===== src/rtl/lrut_pkg.sv =====
// ============================================================================
// lrut_pkg: shared types and constants of the LRU entry tracker
// Result record, field widths and configuration register map.
// ============================================================================
package lrut_pkg;

   // Widths fixed by the item format
   localparam int IDX_FIELD_W = 5;
   localparam int IN_SPAN     = 1 << IDX_FIELD_W;
   localparam int LIMIT_W     = 6;

   // Configuration port
   localparam int CSR_ADDR_W  = 3;
   localparam int CSR_DATA_W  = 32;

   // Register index as decoded from the word address
   localparam logic REG_KEEP_LIMIT = 1'b0;

   localparam logic [LIMIT_W-1:0] KEEP_LIMIT_RESET = 6'd32;

   typedef logic [IDX_FIELD_W-1:0] idx_field_type;

   typedef struct packed {
      logic          hit;
      logic          evict_valid;
      idx_field_type evicted_index;
      logic          last;
   } rsp_type;

endpackage


===== src/rtl/lrut_out.sv =====
// ============================================================================
// lrut_out: result output register
// Holds one result until the consumer takes it; frees in the cycle it drains.
// ============================================================================
module lrut_out (
   input  logic              clock,
   input  logic              reset,
   input  logic              push_valid,
   input  lrut_pkg::rsp_type push_data,
   output logic              push_free,
   output logic              rsp_valid,
   input  logic              rsp_stall,
   output logic              rsp_hit,
   output logic              rsp_evict_valid,
   output logic [4:0]        rsp_evicted_index,
   output logic              rsp_last
);

   logic              valid_ff;
   logic              valid_in;
   lrut_pkg::rsp_type data_ff;

   assign push_free = !valid_ff || !rsp_stall;
   assign valid_in  = (push_valid && push_free) || (valid_ff && rsp_stall);

   always_ff @(posedge clock) begin
      if (reset) begin
         valid_ff <= 1'b0;
      end else begin
         valid_ff <= valid_in;
      end
   end

   // load only when the slot is empty or drains this cycle
   always_ff @(posedge clock) begin
      if (push_valid && push_free) begin
         data_ff <= push_data;
      end
   end

   assign rsp_valid         = valid_ff;
   assign rsp_hit           = data_ff.hit;
   assign rsp_evict_valid   = data_ff.evict_valid;
   assign rsp_evicted_index = data_ff.evicted_index;
   assign rsp_last          = data_ff.last;

endmodule


===== src/rtl/lru_entry_tracker.sv =====
// ============================================================================
// lru_entry_tracker: least-recently-used order over indexed cache entries
// Doubly linked recency list in two link memories, walked by a sequencer.
// ============================================================================
// Each request names an entry (index reduced modulo ENTRIES). A resident entry
// is a hit and moves to the most-recent end; otherwise the entry is loaded at
// the most-recent end and the oldest entries are evicted until the resident
// count is at most keep_limit. Results: one hit/miss report, then one transfer
// per evicted entry, oldest first, with last on the final one. Sequence: a hit
// on the most-recent entry passes LOOKUP and REPORT, any other hit also PROMO
// (the link memories have one write port each, so the relink is split over
// LOOKUP and PROMO), a miss LOOKUP, REPORT and one EVICT per eviction; result
// stalls hold REPORT and EVICT. One request is in work at a time. After reset
// the resident-mark memory is cleared in S_CLEAR, while no request is taken;
// keep_limit can be written at any time through the register port (offset 0).
module lru_entry_tracker #(
   parameter int ENTRIES = 32
) (
   input  logic                              clock,
   input  logic                              reset,
   input  logic                              req_valid,
   output logic                              req_stall,
   input  logic [4:0]                        req_entry_index,
   output logic                              rsp_valid,
   input  logic                              rsp_stall,
   output logic                              rsp_hit,
   output logic                              rsp_evict_valid,
   output logic [4:0]                        rsp_evicted_index,
   output logic                              rsp_last,
   input  logic                              csr_psel,
   input  logic                              csr_penable,
   input  logic                              csr_pwrite,
   input  logic [lrut_pkg::CSR_ADDR_W-1:0]   csr_paddr,
   input  logic [lrut_pkg::CSR_DATA_W-1:0]   csr_pwdata,
   output logic [lrut_pkg::CSR_DATA_W-1:0]   csr_prdata,
   output logic                              csr_pready
);

   localparam int IDX_W = (ENTRIES > 1) ? $clog2(ENTRIES) : 1;
   localparam int CNT_W = $clog2(ENTRIES + 1);
   localparam int CMP_W = (CNT_W > lrut_pkg::LIMIT_W) ? CNT_W : lrut_pkg::LIMIT_W;

   typedef logic [IDX_W-1:0] idx_type;
   typedef logic [CNT_W-1:0] cnt_type;
   typedef logic [CMP_W-1:0] cmp_type;

   typedef enum logic [5:0] {
      S_CLEAR  = 6'b000001,
      S_IDLE   = 6'b000010,
      S_LOOKUP = 6'b000100,
      S_PROMO  = 6'b001000,
      S_REPORT = 6'b010000,
      S_EVICT  = 6'b100000
   } state_type;

   state_type state_ff, state_in;
   idx_type   e_ff, e_in;
   idx_type   newest_ff, newest_in;
   idx_type   oldest_ff, oldest_in;
   idx_type   clr_ff, clr_in;
   cnt_type   count_ff, count_in;
   logic      hit_ff, hit_in;
   logic [lrut_pkg::LIMIT_W-1:0] keep_limit_ff;

   // resident marks and recency links
   logic    res_mem [ENTRIES];
   idx_type nn_mem  [ENTRIES];
   idx_type no_mem  [ENTRIES];

   logic    res_rd_ff;
   idx_type nn_rd_ff, no_rd_ff;
   idx_type res_raddr, nn_raddr, no_raddr;
   logic    res_we, nn_we, no_we;
   idx_type res_waddr, nn_waddr, no_waddr;
   logic    res_wdata;
   idx_type nn_wdata, no_wdata;

   idx_type mod_tbl [lrut_pkg::IN_SPAN];
   idx_type req_idx;

   logic              out_push, out_free;
   lrut_pkg::rsp_type out_data;

   cnt_type count_inc, count_dec;
   cmp_type limit_ext, count_ext, dec_ext;
   logic    over_limit, dec_over, evict_go;
   logic    csr_write;

   // ------------------------------------------------------------------------
   // Index reduction table
   // ------------------------------------------------------------------------
   for (genvar gi = 0; gi < lrut_pkg::IN_SPAN; gi++) begin : g_mod
      assign mod_tbl[gi] = idx_type'(gi % ENTRIES);
   end

   assign req_idx = mod_tbl[req_entry_index];

   // ------------------------------------------------------------------------
   // Configuration
   // ------------------------------------------------------------------------
   assign csr_pready = 1'b1;
   assign csr_write  = csr_psel && csr_penable && csr_pwrite && csr_pready;

   always_ff @(posedge clock) begin
      if (reset) begin
         keep_limit_ff <= lrut_pkg::KEEP_LIMIT_RESET;
      end else if (csr_write && (csr_paddr[2] == lrut_pkg::REG_KEEP_LIMIT)) begin
         keep_limit_ff <= csr_pwdata[lrut_pkg::LIMIT_W-1:0];
      end
   end

   always_comb begin
      if (csr_paddr[2] == lrut_pkg::REG_KEEP_LIMIT) begin
         csr_prdata = lrut_pkg::CSR_DATA_W'(keep_limit_ff);
      end else begin
         csr_prdata = '0;
      end
   end

   // ------------------------------------------------------------------------
   // Memories
   // ------------------------------------------------------------------------
   always_ff @(posedge clock) begin
      if (res_we) begin
         res_mem[res_waddr] <= res_wdata;
      end
      res_rd_ff <= res_mem[res_raddr];
   end

   always_ff @(posedge clock) begin
      if (nn_we) begin
         nn_mem[nn_waddr] <= nn_wdata;
      end
      nn_rd_ff <= nn_mem[nn_raddr];
   end

   always_ff @(posedge clock) begin
      if (no_we) begin
         no_mem[no_waddr] <= no_wdata;
      end
      no_rd_ff <= no_mem[no_raddr];
   end

   // ------------------------------------------------------------------------
   // Sequencer
   // ------------------------------------------------------------------------
   assign req_stall = (state_ff != S_IDLE);

   assign count_inc  = count_ff + cnt_type'(1);
   assign count_dec  = count_ff - cnt_type'(1);
   assign limit_ext  = cmp_type'(keep_limit_ff);
   assign count_ext  = cmp_type'(count_ff);
   assign dec_ext    = cmp_type'(count_dec);
   assign over_limit = count_ext > limit_ext;
   assign dec_over   = dec_ext > limit_ext;
   assign evict_go   = !hit_ff && over_limit;

   always_comb begin
      state_in  = state_ff;
      e_in      = e_ff;
      newest_in = newest_ff;
      oldest_in = oldest_ff;
      clr_in    = clr_ff;
      count_in  = count_ff;
      hit_in    = hit_ff;
      res_raddr = req_idx;
      nn_raddr  = req_idx;
      no_raddr  = req_idx;
      res_we    = 1'b0;
      res_waddr = e_ff;
      res_wdata = 1'b0;
      nn_we     = 1'b0;
      nn_waddr  = e_ff;
      nn_wdata  = e_ff;
      no_we     = 1'b0;
      no_waddr  = e_ff;
      no_wdata  = newest_ff;
      out_push  = 1'b0;
      out_data  = '0;

      case (state_ff)
         S_CLEAR: begin
            res_we    = 1'b1;
            res_waddr = clr_ff;
            res_wdata = 1'b0;
            clr_in    = clr_ff + idx_type'(1);
            if (clr_ff == idx_type'(ENTRIES - 1)) begin
               state_in = S_IDLE;
            end
         end
         S_IDLE: begin
            // reads of the named entry are issued at the transfer
            if (req_valid) begin
               e_in     = req_idx;
               state_in = S_LOOKUP;
            end
         end
         S_LOOKUP: begin
            hit_in = res_rd_ff;
            if (res_rd_ff) begin
               if (e_ff == newest_ff) begin
                  state_in = S_REPORT;
               end else begin
                  // unlink: bypass the entry between its neighbors
                  if (e_ff == oldest_ff) begin
                     oldest_in = nn_rd_ff;
                  end else begin
                     nn_we    = 1'b1;
                     nn_waddr = no_rd_ff;
                     nn_wdata = nn_rd_ff;
                  end
                  no_we    = 1'b1;
                  no_waddr = nn_rd_ff;
                  no_wdata = no_rd_ff;
                  state_in = S_PROMO;
               end
            end else begin
               res_we    = 1'b1;
               res_waddr = e_ff;
               res_wdata = 1'b1;
               count_in  = count_inc;
               newest_in = e_ff;
               if (count_ff == '0) begin
                  oldest_in = e_ff;
               end else begin
                  no_we    = 1'b1;
                  no_waddr = e_ff;
                  no_wdata = newest_ff;
                  nn_we    = 1'b1;
                  nn_waddr = newest_ff;
                  nn_wdata = e_ff;
               end
               state_in = S_REPORT;
            end
         end
         S_PROMO: begin
            no_we     = 1'b1;
            no_waddr  = e_ff;
            no_wdata  = newest_ff;
            nn_we     = 1'b1;
            nn_waddr  = newest_ff;
            nn_wdata  = e_ff;
            newest_in = e_ff;
            state_in  = S_REPORT;
         end
         S_REPORT: begin
            // prefetch the link after the oldest entry for the first eviction
            nn_raddr = oldest_ff;
            if (out_free) begin
               out_push      = 1'b1;
               out_data.hit  = hit_ff;
               out_data.last = !evict_go;
               state_in      = evict_go ? S_EVICT : S_IDLE;
            end
         end
         S_EVICT: begin
            nn_raddr = oldest_ff;
            if (out_free) begin
               out_push               = 1'b1;
               out_data.evict_valid   = 1'b1;
               out_data.evicted_index = lrut_pkg::idx_field_type'(oldest_ff);
               out_data.last          = !dec_over;
               res_we                 = 1'b1;
               res_waddr              = oldest_ff;
               res_wdata              = 1'b0;
               count_in               = count_dec;
               if (count_dec != '0) begin
                  oldest_in = nn_rd_ff;
                  nn_raddr  = nn_rd_ff;
               end
               if (!dec_over) begin
                  state_in = S_IDLE;
               end
            end
         end
         default: begin
            state_in = S_IDLE;
         end
      endcase
   end

   always_ff @(posedge clock) begin
      if (reset) begin
         state_ff  <= S_CLEAR;
         clr_ff    <= '0;
         newest_ff <= '0;
         oldest_ff <= '0;
         count_ff  <= '0;
      end else begin
         state_ff  <= state_in;
         clr_ff    <= clr_in;
         newest_ff <= newest_in;
         oldest_ff <= oldest_in;
         count_ff  <= count_in;
      end
   end

   always_ff @(posedge clock) begin
      e_ff   <= e_in;
      hit_ff <= hit_in;
   end

   // ------------------------------------------------------------------------
   // Result register
   // ------------------------------------------------------------------------
   lrut_out u_out (
      .clock             (clock),
      .reset             (reset),
      .push_valid        (out_push),
      .push_data         (out_data),
      .push_free         (out_free),
      .rsp_valid         (rsp_valid),
      .rsp_stall         (rsp_stall),
      .rsp_hit           (rsp_hit),
      .rsp_evict_valid   (rsp_evict_valid),
      .rsp_evicted_index (rsp_evicted_index),
      .rsp_last          (rsp_last)
   );

   // ------------------------------------------------------------------------
   // Assertions
   // ------------------------------------------------------------------------
   a_count_bound: assert property (@(posedge clock) disable iff (reset)
      count_ff <= cnt_type'(ENTRIES))
      else $error("resident count above entry count");

   a_single_entry: assert property (@(posedge clock) disable iff (reset)
      (state_ff == S_IDLE) && (count_ff == cnt_type'(1)) |-> (newest_ff == oldest_ff))
      else $error("one resident entry but list ends differ");

   a_evict_stop: assert property (@(posedge clock) disable iff (reset)
      (state_ff == S_EVICT) && out_push && out_data.last |=> !over_limit)
      else $error("eviction ended above the keep limit");

   a_hit_no_evict: assert property (@(posedge clock) disable iff (reset)
      (state_ff == S_REPORT) && out_push && hit_ff |=> (state_ff == S_IDLE))
      else $error("hit report followed by evictions");

endmodule


===== config.mk =====
export PLATFORM = sky130hd
export DESIGN_NAME = lru_entry_tracker
export DESIGN_NICKNAME = d
export VERILOG_FILES = /design/src/rtl/lrut_pkg.sv /design/src/rtl/lrut_out.sv /design/src/rtl/lru_entry_tracker.sv
export SDC_FILE = /design/constraint.sdc
export NUM_CORES = 1
export LEC_CHECK = 0
export ABC_AREA = 1
export BUFFER_PORTS_ARGS = -buffer_cell sky130_fd_sc_hd__buf_4
export CAP_MARGIN = 5
export CORE_ASPECT_RATIO = 0.9
export CORE_MARGIN = 4
export CORE_UTILIZATION = 60
export CTS_CLUSTER_DIAMETER = 150
export DETAILED_ROUTE_END_ITERATION = 8
export PLACE_DENSITY = 0.78
export SETUP_SLACK_MARGIN = 0.2
export SLEW_MARGIN = 10
export SYNTH_ARGS = -nofsm -noshare
export SYNTH_HDL_FRONTEND = slang
export SYNTH_SLANG_ARGS = --single-unit

===== constraint.sdc =====
create_clock -name clock -period 7.76 [get_ports clock]
set_input_delay 0 -clock clock [delete_from_list [all_inputs] [get_ports clock]]
set_output_delay 0 -clock clock [all_outputs]
set_load 0.03 [all_outputs]

==> results.py <==
metrics = {
    "synthesis": {
        "synth_edf_count": 366,
        "synth_top_cell_by_area": "edfxtp_1",
        "synthCells": 1825,
        "synth-seq-cells": 411,
        "synth_area_sq_um": 18600,
        "synth.avg_cell_area_sq_um": 10.2,
        "ys_top_cells_by_area": "edfxtp_1, nand3_1, nand2_1",
        "yosysTopAreaCellShare": 0.590,
        "ys_warn_count": 0,
        "async_flop_share": 0,
        "synth_cell_types": 44,
        "yosysSeqAreaShare": 0.638,
        "synth_flop_cell": "edfxtp_1",
    },
    "finish": {
        "drive_gt1_frac": 0.0762,
        "nets": 1911,
        "mostFrequentLayoutCells": "edfxtp_1, nand2_1, nor2_1, nand3_1, inv_1",
        "final_common_cell": "edfxtp_1",
        "stdcell_count": 2280,
        "area_growth_pct": 10.5,
        "final_area_sq_um": 20600,
        "fillers": 2170,
        "fin_util": 0.681,
        "antenna_cells": 0,
    },
    "worst_setup_path": {
        "cpLargestDelayFamily": "simple AND/OR/NAND/NOR gates",
        "critPathMaxStageDelay_ns": 0.88,
        "crit_path_top_delay_cell": "nor2_1",
        "path_cells": "nor2_1 -> nand4_1 -> nor2_1 -> inv_1 -> o21ai_0 -> nand3_1 -> nor2_1",
        "cp-end-kind": "register",
        "cp_max_fo": 12,
        "crit_type": "register to register",
        "cpMostUsedCell": "nor2_1",
        "required_ns": 7.93,
        "crit_buf_inv": 1,
        "cp-start-kind": "register",
        "critical_path_arrival_ns": 4.42,
    },
    "placement": {
        "place_ws_ns": 3.73,
        "port_buffers": 34,
        "placed_cell_area_sq_um": 19100,
        "gp_congestion": 0.911,
        "dp_cells": 2191,
        "hpwl_microns": 26000,
    },
    "sta": {
        "finClkSkew_ns": 0.0350,
        "rsz0062_at_grt": "false",
        "fin_crit_ns": 4.25,
        "finalCritPeriodShare": 0.548,
        "whs_ns": 0.0523,
        "slew_headroom": 0.271,
        "hold_viol_final": 0,
        "setup_viol": 0,
        "tightest_slew_ns": 1.09,
        "layout_setup_ws_ns": 3.51,
        "max_freq_ghz": 0.235,
        "fin_setup_tns_ns": 0,
        "slew_viol_final": 0,
    },
    "detailed_routing": {
        "drt-initial-drc-count": 1678,
        "via_per_inst": 5.92,
        "wire_per_inst_microns": 19.0,
        "drt_wl_total_microns": 43200,
        "ant_nets": 0,
        "dr.pass1.iters": 5,
        "drc_errors": 0,
        "vias": 13500,
    },
    "floorplan": {
        "core-area_sq_um": 30300,
        "dieArea_sq_um": 34000,
        "die_h_microns": 175,
        "ios": 90,
        "floorplan.initialDensity": 0.616,
        "num_rows": 60,
        "die_w_microns": 194,
    },
    "power_and_ir_drop": {
        "powerDensity_nw_per_um2": 257,
        "power_leakage_nw": 8.13,
        "total_power_mw": 5.29,
        "ir_drop_uv": 217,
    },
    "worst_hold_path": {
        "worst_hold_path_type": "input port to register",
    },
    "clock_tree": {
        "clk_pin_slew_ns": 0.06,
        "numCtsBuffers": 42,
        "clockBufferDepth": 3,
        "root_buffer": "clkbuf_16",
        "cts_resized": 0,
        "htreeDepth": 2,
        "clock_latency_ns": 0.56,
        "cts_sinks": 411,
        "cts_tree": "yes",
    },
    "outcome": {
        "outcome": "finished, final reports clean",
    },
    "global_route": {
        "grt_max_degree": 99,
        "antenna_found_initial": 0,
        "first_global_vias": 13000,
        "grt-ovfl-total": 0,
        "grt_pass1_wl_microns": 68400,
        "grt_use_total": 0.249,
    },
    "flow_run": {
        "cap_violations": 0,
    },
}
[cell usage after synthesis (3+ instances only)]
library cell and n:
edfxtp_1 366, nand2_1 271, nor2_1 264, nand3_1 209, inv_1 173, o21ai_0 152
clkbuf_1 54, dfxtp_1 45, o221ai_1 37, a21oi_1 36, buf_4 30, buf_2 26
nand3b_1 25, ha_1 17, o22ai_1 16, nor3_1 14, inv_2 9, a22oi_1 8
a31oi_1 8, a32oi_1 6, clkinv_1 6, nor2_2 6, o211ai_1 6, xor2_1 6
a221oi_1 5, a211oi_1 3, nand4_1 3, xnor2_1 3
[layer usage]
metal	share of wire	wire, microns	vias up	track usage
met5	0	0	-	0
li1	-	-	6329	-
met2	0.48	20600	687	0.402
met3	0.095	4090	94	0.0443
met4	0.025	1090	0	0.0808
met1	0.40	17500	6386	0.349
[flip-flops by register name (all words and copies together), names as in the netlist, 5 cells and up]
name,flops
keep_limit_ff,6
u_out.rsp_evicted_index,5
e_ff,5
count_ext,6
oldest_ff,5
newest_ff,5
state_ff,6
no_mem,160
clr_ff,5
nn_mem,160
nn_rd_ff,5
res_mem,32
no_rd_ff,5
[worst min-delay path, stage by stage]
cell	delay, ns
buf_4	0.11
and3_1	0.19
clkinv_1	0.16
a21oi_1	0.09
[cells by family (layout without fill, tap and decap cells)]
logic type      Yosys count  in the layout  share of synthesized area
compound gates          283            283                     0.0909
xor+xnor                  9              9                    0.00423
other cells               2             27                   0.000403
buf+inv                 299            326                     0.0680
fa+ha+maj                17             17                     0.0114
flops                   411            411                      0.638
simple gates            804            804                      0.187
[path summary, 6_finish.rpt]
| path | start | endpoint | slack (ns) | cells after the start |
|---|---|---|---|---|
| setup / recovery | state_ff[4] | no_mem[2][3] | 3.51 | 7 |
| hold / removal | csr_psel | keep_limit_ff[0] | 0.05 | 4 |
| setup reg to reg | state_ff[4] | no_mem[2][3] | 3.51 | 7 |
| hold reg to reg | clr_ff[4] | clr_ff[4] | 0.50 | 2 |
[repair_timing]
item / 4_1_cts / 5_1_grt
setup buffers: 0 / 0
hold endpoints to repair: 31 / 0
hold buffers: 15 / 0
[final cells by class]
class	count	area, sq um	share of cell area
Clock inverter	18	179	0.00869
Inverter	188	706	0.0343
Clock buffer	56	1180	0.0575
Timing Repair Buffer	64	518	0.0251
Multi-Input combinational cell	1140	5620	0.273
Sequential cell	411	11900	0.577
Tap cell	403	504	0.0245
[where the power goes]
group,internal [mW],total (mW),leakage [nW],switching [mW]
clock,1.15,1.97,0.664,0.829
combinational,0.227,0.832,3.39,0.605
sequential,2.45,2.48,4.07,0.0336
Note: power is estimated with default switching activity, not from simulation.
